File: src/hw/rtl/fplf_pkg.sv
// Shared types, widths and helpers of the four-pole ladder filter.
`timescale 1ns / 1ps

package fplf_pkg;

  // Sample, coefficient and state formats
  localparam int SAMPLE_BITS = 24;                 // Q1.23
  localparam int COEF_BITS   = 32;                 // Q5.27
  localparam int STATE_BITS  = SAMPLE_BITS + 8;    // Q9.23
  localparam int FRAC_C      = COEF_BITS - 5;
  localparam int PROD_BITS   = COEF_BITS + STATE_BITS;
  localparam int RND_BITS    = PROD_BITS - FRAC_C;
  localparam int SUM_BITS    = RND_BITS + 2;
  localparam int NUM_STAGES  = 4;
  localparam int NUM_CELLS   = NUM_STAGES + 1;
  localparam int ADDR_BITS   = 5;
  localparam int DATA_BITS   = 32;

  typedef logic signed [SAMPLE_BITS-1:0] sample_t;
  typedef logic signed [COEF_BITS-1:0]   coef_t;
  typedef logic signed [STATE_BITS-1:0]  state_t;
  typedef logic signed [PROD_BITS-1:0]   prod_t;
  typedef logic signed [RND_BITS-1:0]    rnd_t;
  typedef logic signed [SUM_BITS-1:0]    sum_t;

  // Register map, word index
  typedef enum logic [2:0] {
    REG_DRIVE = 3'd0,
    REG_DC    = 3'd1,
    REG_FBK   = 3'd2,
    REG_GAIN  = 3'd3,
    REG_POLE  = 3'd4
  } reg_idx_e;

  // Cell sequencer
  typedef enum logic [1:0] {
    CELL_IDLE,
    CELL_SECOND,
    CELL_SUM
  } cell_state_e;

  // Status a cell hands to the control
  typedef struct packed {
    logic done;
    logic clip;
  } cell_stat_t;

  // Round a coefficient product to the state fraction, half up
  function automatic rnd_t round_prod(prod_t p);
    prod_t t;
    t = p + (prod_t'(1) <<< (FRAC_C - 1));
    return rnd_t'(t[PROD_BITS-1:FRAC_C]);
  endfunction

endpackage

File: src/hw/rtl/fplf_cell.sv
// One filter cell: y = round(c1*u) - round(c2*v) + off, saturated to the state range.
`timescale 1ns / 1ps

module fplf_cell (
  input  logic                clk_i,
  input  logic                rst_ni,
  input  logic                go_i,
  input  fplf_pkg::coef_t     c1_i,
  input  fplf_pkg::state_t    u_i,
  input  fplf_pkg::coef_t     c2_i,
  input  fplf_pkg::state_t    v_i,
  input  fplf_pkg::state_t    off_i,
  output fplf_pkg::state_t    y_o,
  output fplf_pkg::cell_stat_t stat_o
);
  import fplf_pkg::*;

  cell_state_e state_q, state_d;
  coef_t       mul_a;
  state_t      mul_b;
  prod_t       prod_q, prod_d;
  rnd_t        first_q, first_d;
  state_t      y_q, y_d;
  sum_t        sum;
  logic        ovf;
  logic        done, clip;

  // Share one multiplier: own-state term on go, input term in the next cycle,
  // once the left neighbor's output has settled
  always_comb begin
    if (state_q == CELL_IDLE) begin
      mul_a = c2_i;
      mul_b = v_i;
    end else begin
      mul_a = c1_i;
      mul_b = u_i;
    end
    prod_d = mul_a * mul_b;
  end

  // Combine both rounded terms and the offset
  always_comb begin
    sum = sum_t'(round_prod(prod_q)) - sum_t'(first_q) + sum_t'(off_i);
    ovf = !((sum[SUM_BITS-1:STATE_BITS-1] == '0) || (sum[SUM_BITS-1:STATE_BITS-1] == '1));
  end

  // Sequence the three phases
  always_comb begin
    state_d = state_q;
    first_d = first_q;
    y_d     = y_q;
    done    = 1'b0;
    clip    = 1'b0;
    case (state_q)
      CELL_IDLE: begin
        if (go_i) begin
          state_d = CELL_SECOND;
        end
      end
      CELL_SECOND: begin
        first_d = round_prod(prod_q);
        state_d = CELL_SUM;
      end
      CELL_SUM: begin
        done = 1'b1;
        clip = ovf;
        if (!ovf) begin
          y_d = state_t'(sum);
        end else if (sum[SUM_BITS-1]) begin
          y_d = {1'b1, {(STATE_BITS-1){1'b0}}};
        end else begin
          y_d = {1'b0, {(STATE_BITS-1){1'b1}}};
        end
        state_d = CELL_IDLE;
      end
      default: begin
        state_d = CELL_IDLE;
      end
    endcase
  end

  // Hold phase and cell output
  always_ff @(posedge clk_i or negedge rst_ni) begin
    if (!rst_ni) begin
      state_q <= CELL_IDLE;
      y_q     <= '0;
    end else begin
      state_q <= state_d;
      y_q     <= y_d;
    end
  end

  // Advance the datapath registers
  always_ff @(posedge clk_i) begin
    prod_q  <= prod_d;
    first_q <= first_d;
  end

  assign y_o         = y_q;
  assign stat_o.done = done;
  assign stat_o.clip = clip;

endmodule
File: config.mk
export PLATFORM = sky130hd
export DESIGN_NAME = fplf_cell
export DESIGN_NICKNAME = d
export VERILOG_FILES = /design/src/hw/rtl/fplf_pkg.sv /design/src/hw/rtl/fplf_cell.sv
export SDC_FILE = /design/constraint.sdc
export NUM_CORES = 2
export LEC_CHECK = 0
export BUFFER_PORTS_ARGS = -buffer_cell sky130_fd_sc_hd__buf_4
export CAP_MARGIN = 20
export CELL_PAD_IN_SITES_DETAIL_PLACEMENT = 1
export CELL_PAD_IN_SITES_GLOBAL_PLACEMENT = 1
export CORE_ASPECT_RATIO = 1.5
export CORE_MARGIN = 4
export CORE_UTILIZATION = 40
export CTS_BUF_LIST = sky130_fd_sc_hd__clkbuf_2 sky130_fd_sc_hd__clkbuf_4 sky130_fd_sc_hd__clkbuf_8
export DETAILED_ROUTE_END_ITERATION = 8
export PLACE_DENSITY = 0.73
export SETUP_SLACK_MARGIN = 0.15
export SLEW_MARGIN = 5
export SYNTH_ARGS = -nofsm -noshare
export SYNTH_HDL_FRONTEND = slang
export SYNTH_SLANG_ARGS = --single-unit
File: constraint.sdc
create_clock -name clk_i -period 27 [get_ports clk_i]
set_input_delay 5.4 -clock clk_i [delete_from_list [all_inputs] [get_ports clk_i]]
set_output_delay 5.4 -clock clk_i [all_outputs]
set_load 0.005 [all_outputs]
==> metrics.txt <==
Avg Cell Area, Syn 9.23 sq um; status finished, final reports clean; vias in the first global route 39.7k; main combinational cell family by area after synthesis adder cells; Post-Synth XOR/XNOR Area 0.0231; hold_buf cts 0; worst r2r src state_q[1]; r2r worst-path depth 28; Mapped Cells 4640; RR Endpoint prod_q[61]; Via density 5.42; WP data arrival 9650 ps; Worst Path Class, Setup in -> out; share of layout cells above drive strength 1 0.0888; most common cell in the netlist fa_1; crit path from off_i[2]; endpoints failing hold 0; Mapped Area 0.0428 sq mm; Compound-Gate Fraction of Synth Area 0.0546; Synth Flop Type dfxtp_1; r2r setup slk 15290 ps; die area 0.112 sq mm; Root Buffer clkbuf_8; Hold Path Origin y_o[31]; global-route wire length before repair 235 mm; Clock Path Buffers 2; Hold Path Cell Cnt 2; crit share post-route 0.557; mux contribution to synthesized area 0.0295; non-filler cells, final 6153; metal3 WL 8.84 mm; Overflow after GRT 0; met2 wire length 81.2 mm; nets 6237; hpwl dp 126 mm; register area share after synthesis 0.0636; die width 275 microns; initial antenna violation count 7; CTS Buf Count 9; H-tree depth 3; count of pins over their slew limit 0; post-synth net total 6141; slew margin rel. 0.205; fmax 66.5 MHz; Core Region 0.106 sq mm; top cells by count, synth fa_1, inv_1, nor2_1, nand2_1, ha_1; top post-synthesis cells by area fa_1, inv_1, ha_1; clock skew 33.0 ps; worst-skew pair later-pin latency 420 ps; TritonCTS Sinks 109; Max Used Layer met4; Inst Count DP 6131; EDFF count, synth 37; post-synthesis adder-cell area fraction 0.587; fraction of registers with async set/reset 0.312; library cells used by synthesis 75; top cell type by total area after synthesis fa_1; CP Data Required Time 21600 ps; DRT antenna net count 0; WL final 155 mm; Reg clk slew, reported paths 140 ps; residual DRC count 0; Simple-Gate Fraction of Synth Area 0.129; Vias 33.4k; Post-CTS Setup Bufs 0; cts repair resizes 0; Final min period 15050 ps; nature of the critical path startpoint input port; largest net degree at the start of global routing 57; Yosys reg bits 109; max_cap viols 0; RSZ-0062 raised after global routing false; std cell rows 146; Synth top area share 0.523; worst hold path class reg -> reg; Setup violations, final 0; GRT Util Overall 0.282; M1 WL 50.1 mm; Setup crit end kind output port; PortBufs 196; Routed WL per cell 25.2 microns; initial cell density of the core 0.404; Die H 409 microns; DR pass1 iterations 5; Design Area, Final 0.0465 sq mm; DRT iter0 DRCs 1725; Area growth syn-to-layout 8.46%; crit-path max FO 5; Syn. warnings 0; Placed Instance Area 0.0462 sq mm; Final GP Congestion 0.919; CTS tree done; Ports 197; worst slew pin tran 1170 ps; Setup TNS 0 ps; worst hold endpoint y_o[31]
cells in the final DEF (no fill, tap or decap), types with 8 or more instances in the layout:
master    count
inv_1      1101
mux2_2       57
nor2_1      613
and4_1        8
buf_4       263
xnor2_1      74
nand3_1      26
xor2_1       39
and3_1       18
nand2b_1     28
o211ai_1     14
nor3_1       20
edfxtp_1     37
nand4_1      27
a211oi_1     11
nor2b_1      19
nand2_1     530
o21a_1       11
or3_1         8
fa_1       1118
clkbuf_8      9
o21bai_1      9
a21oi_1      83
mux2i_2      14
mux2i_4      23
mux2i_1      25
o22ai_2      20
o21ai_0      66
dfrtp_1      34
ha_1        220
and2_1       15
dfxtp_1      38
a21o_1       47
critical path, stage by stage:
cell       delay (ps)
buf_4              80
inv_1              50
fa_1              530
inv_1              50
ha_1              220
a211oi_1          340
o211ai_1          250
a221oi_1          630
or4_4             280
a21oi_2            90
a2111oi_1         500
a211oi_1          150
or4b_1            510
o22ai_1           170
buf_4             180
nor2_1             50
buf_4             160
layer usage:
metal / vias up / track usage
met5: - / 0
met4: 0 / 0.207
met3: 587 / 0.0444
met2: 1245 / 0.514
met1: 17600 / 0.287
li1: 13900 / -
worst max-delay path by stage:
stage	endpoint	cells after the start
6_report	stat_o[0]	17
5_1_grt	stat_o[0]	17
4_1_cts	stat_o[0]	17
3_5_place_dp	stat_o[0]	17
3_3_place_gp	stat_o[0]	17
2_1_floorplan	stat_o[0]	13
sequential cells by signal, indices dropped and copies added (netlist names):
signal / count
prod_q: 38
state_q: 2
first_q: 37
y_o: 32
final cells by class:
class / instances / area, sq um
diodes: 6 / 15.0
clock buffers: 9 / 124
clock inverters: 7 / 86.3
fillers: 12400 / 59500
inverters: 1101 / 4130
multi-input cells: 3251 / 35600
flip-flops and latches: 109 / 2720
well taps: 1406 / 1760
repair buffers: 264 / 1990
cells by family (layout without fill, tap and decap cells):
family,count (synthesis),after routing
other cells,0,6
xor+xnor,113,113
fa+ha+maj,1338,1338
buf+inv,1280,1381
flops,109,109
compound gates,337,337
mux,119,119
simple gates,1344,1344
stage by stage:
step                hold slack, ps   util  worst slack [ps]
floorplan                      447      -             12620
global placement               480  0.436             12010
detailed placement             488  0.436             11950
CTS                            523  0.438             11960
global route                   553  0.438             11690
finish                         516  0.438             11950
Power is not shown: default switching activity piles up to over one toggle a cycle in this logic, so the estimate is an artifact.
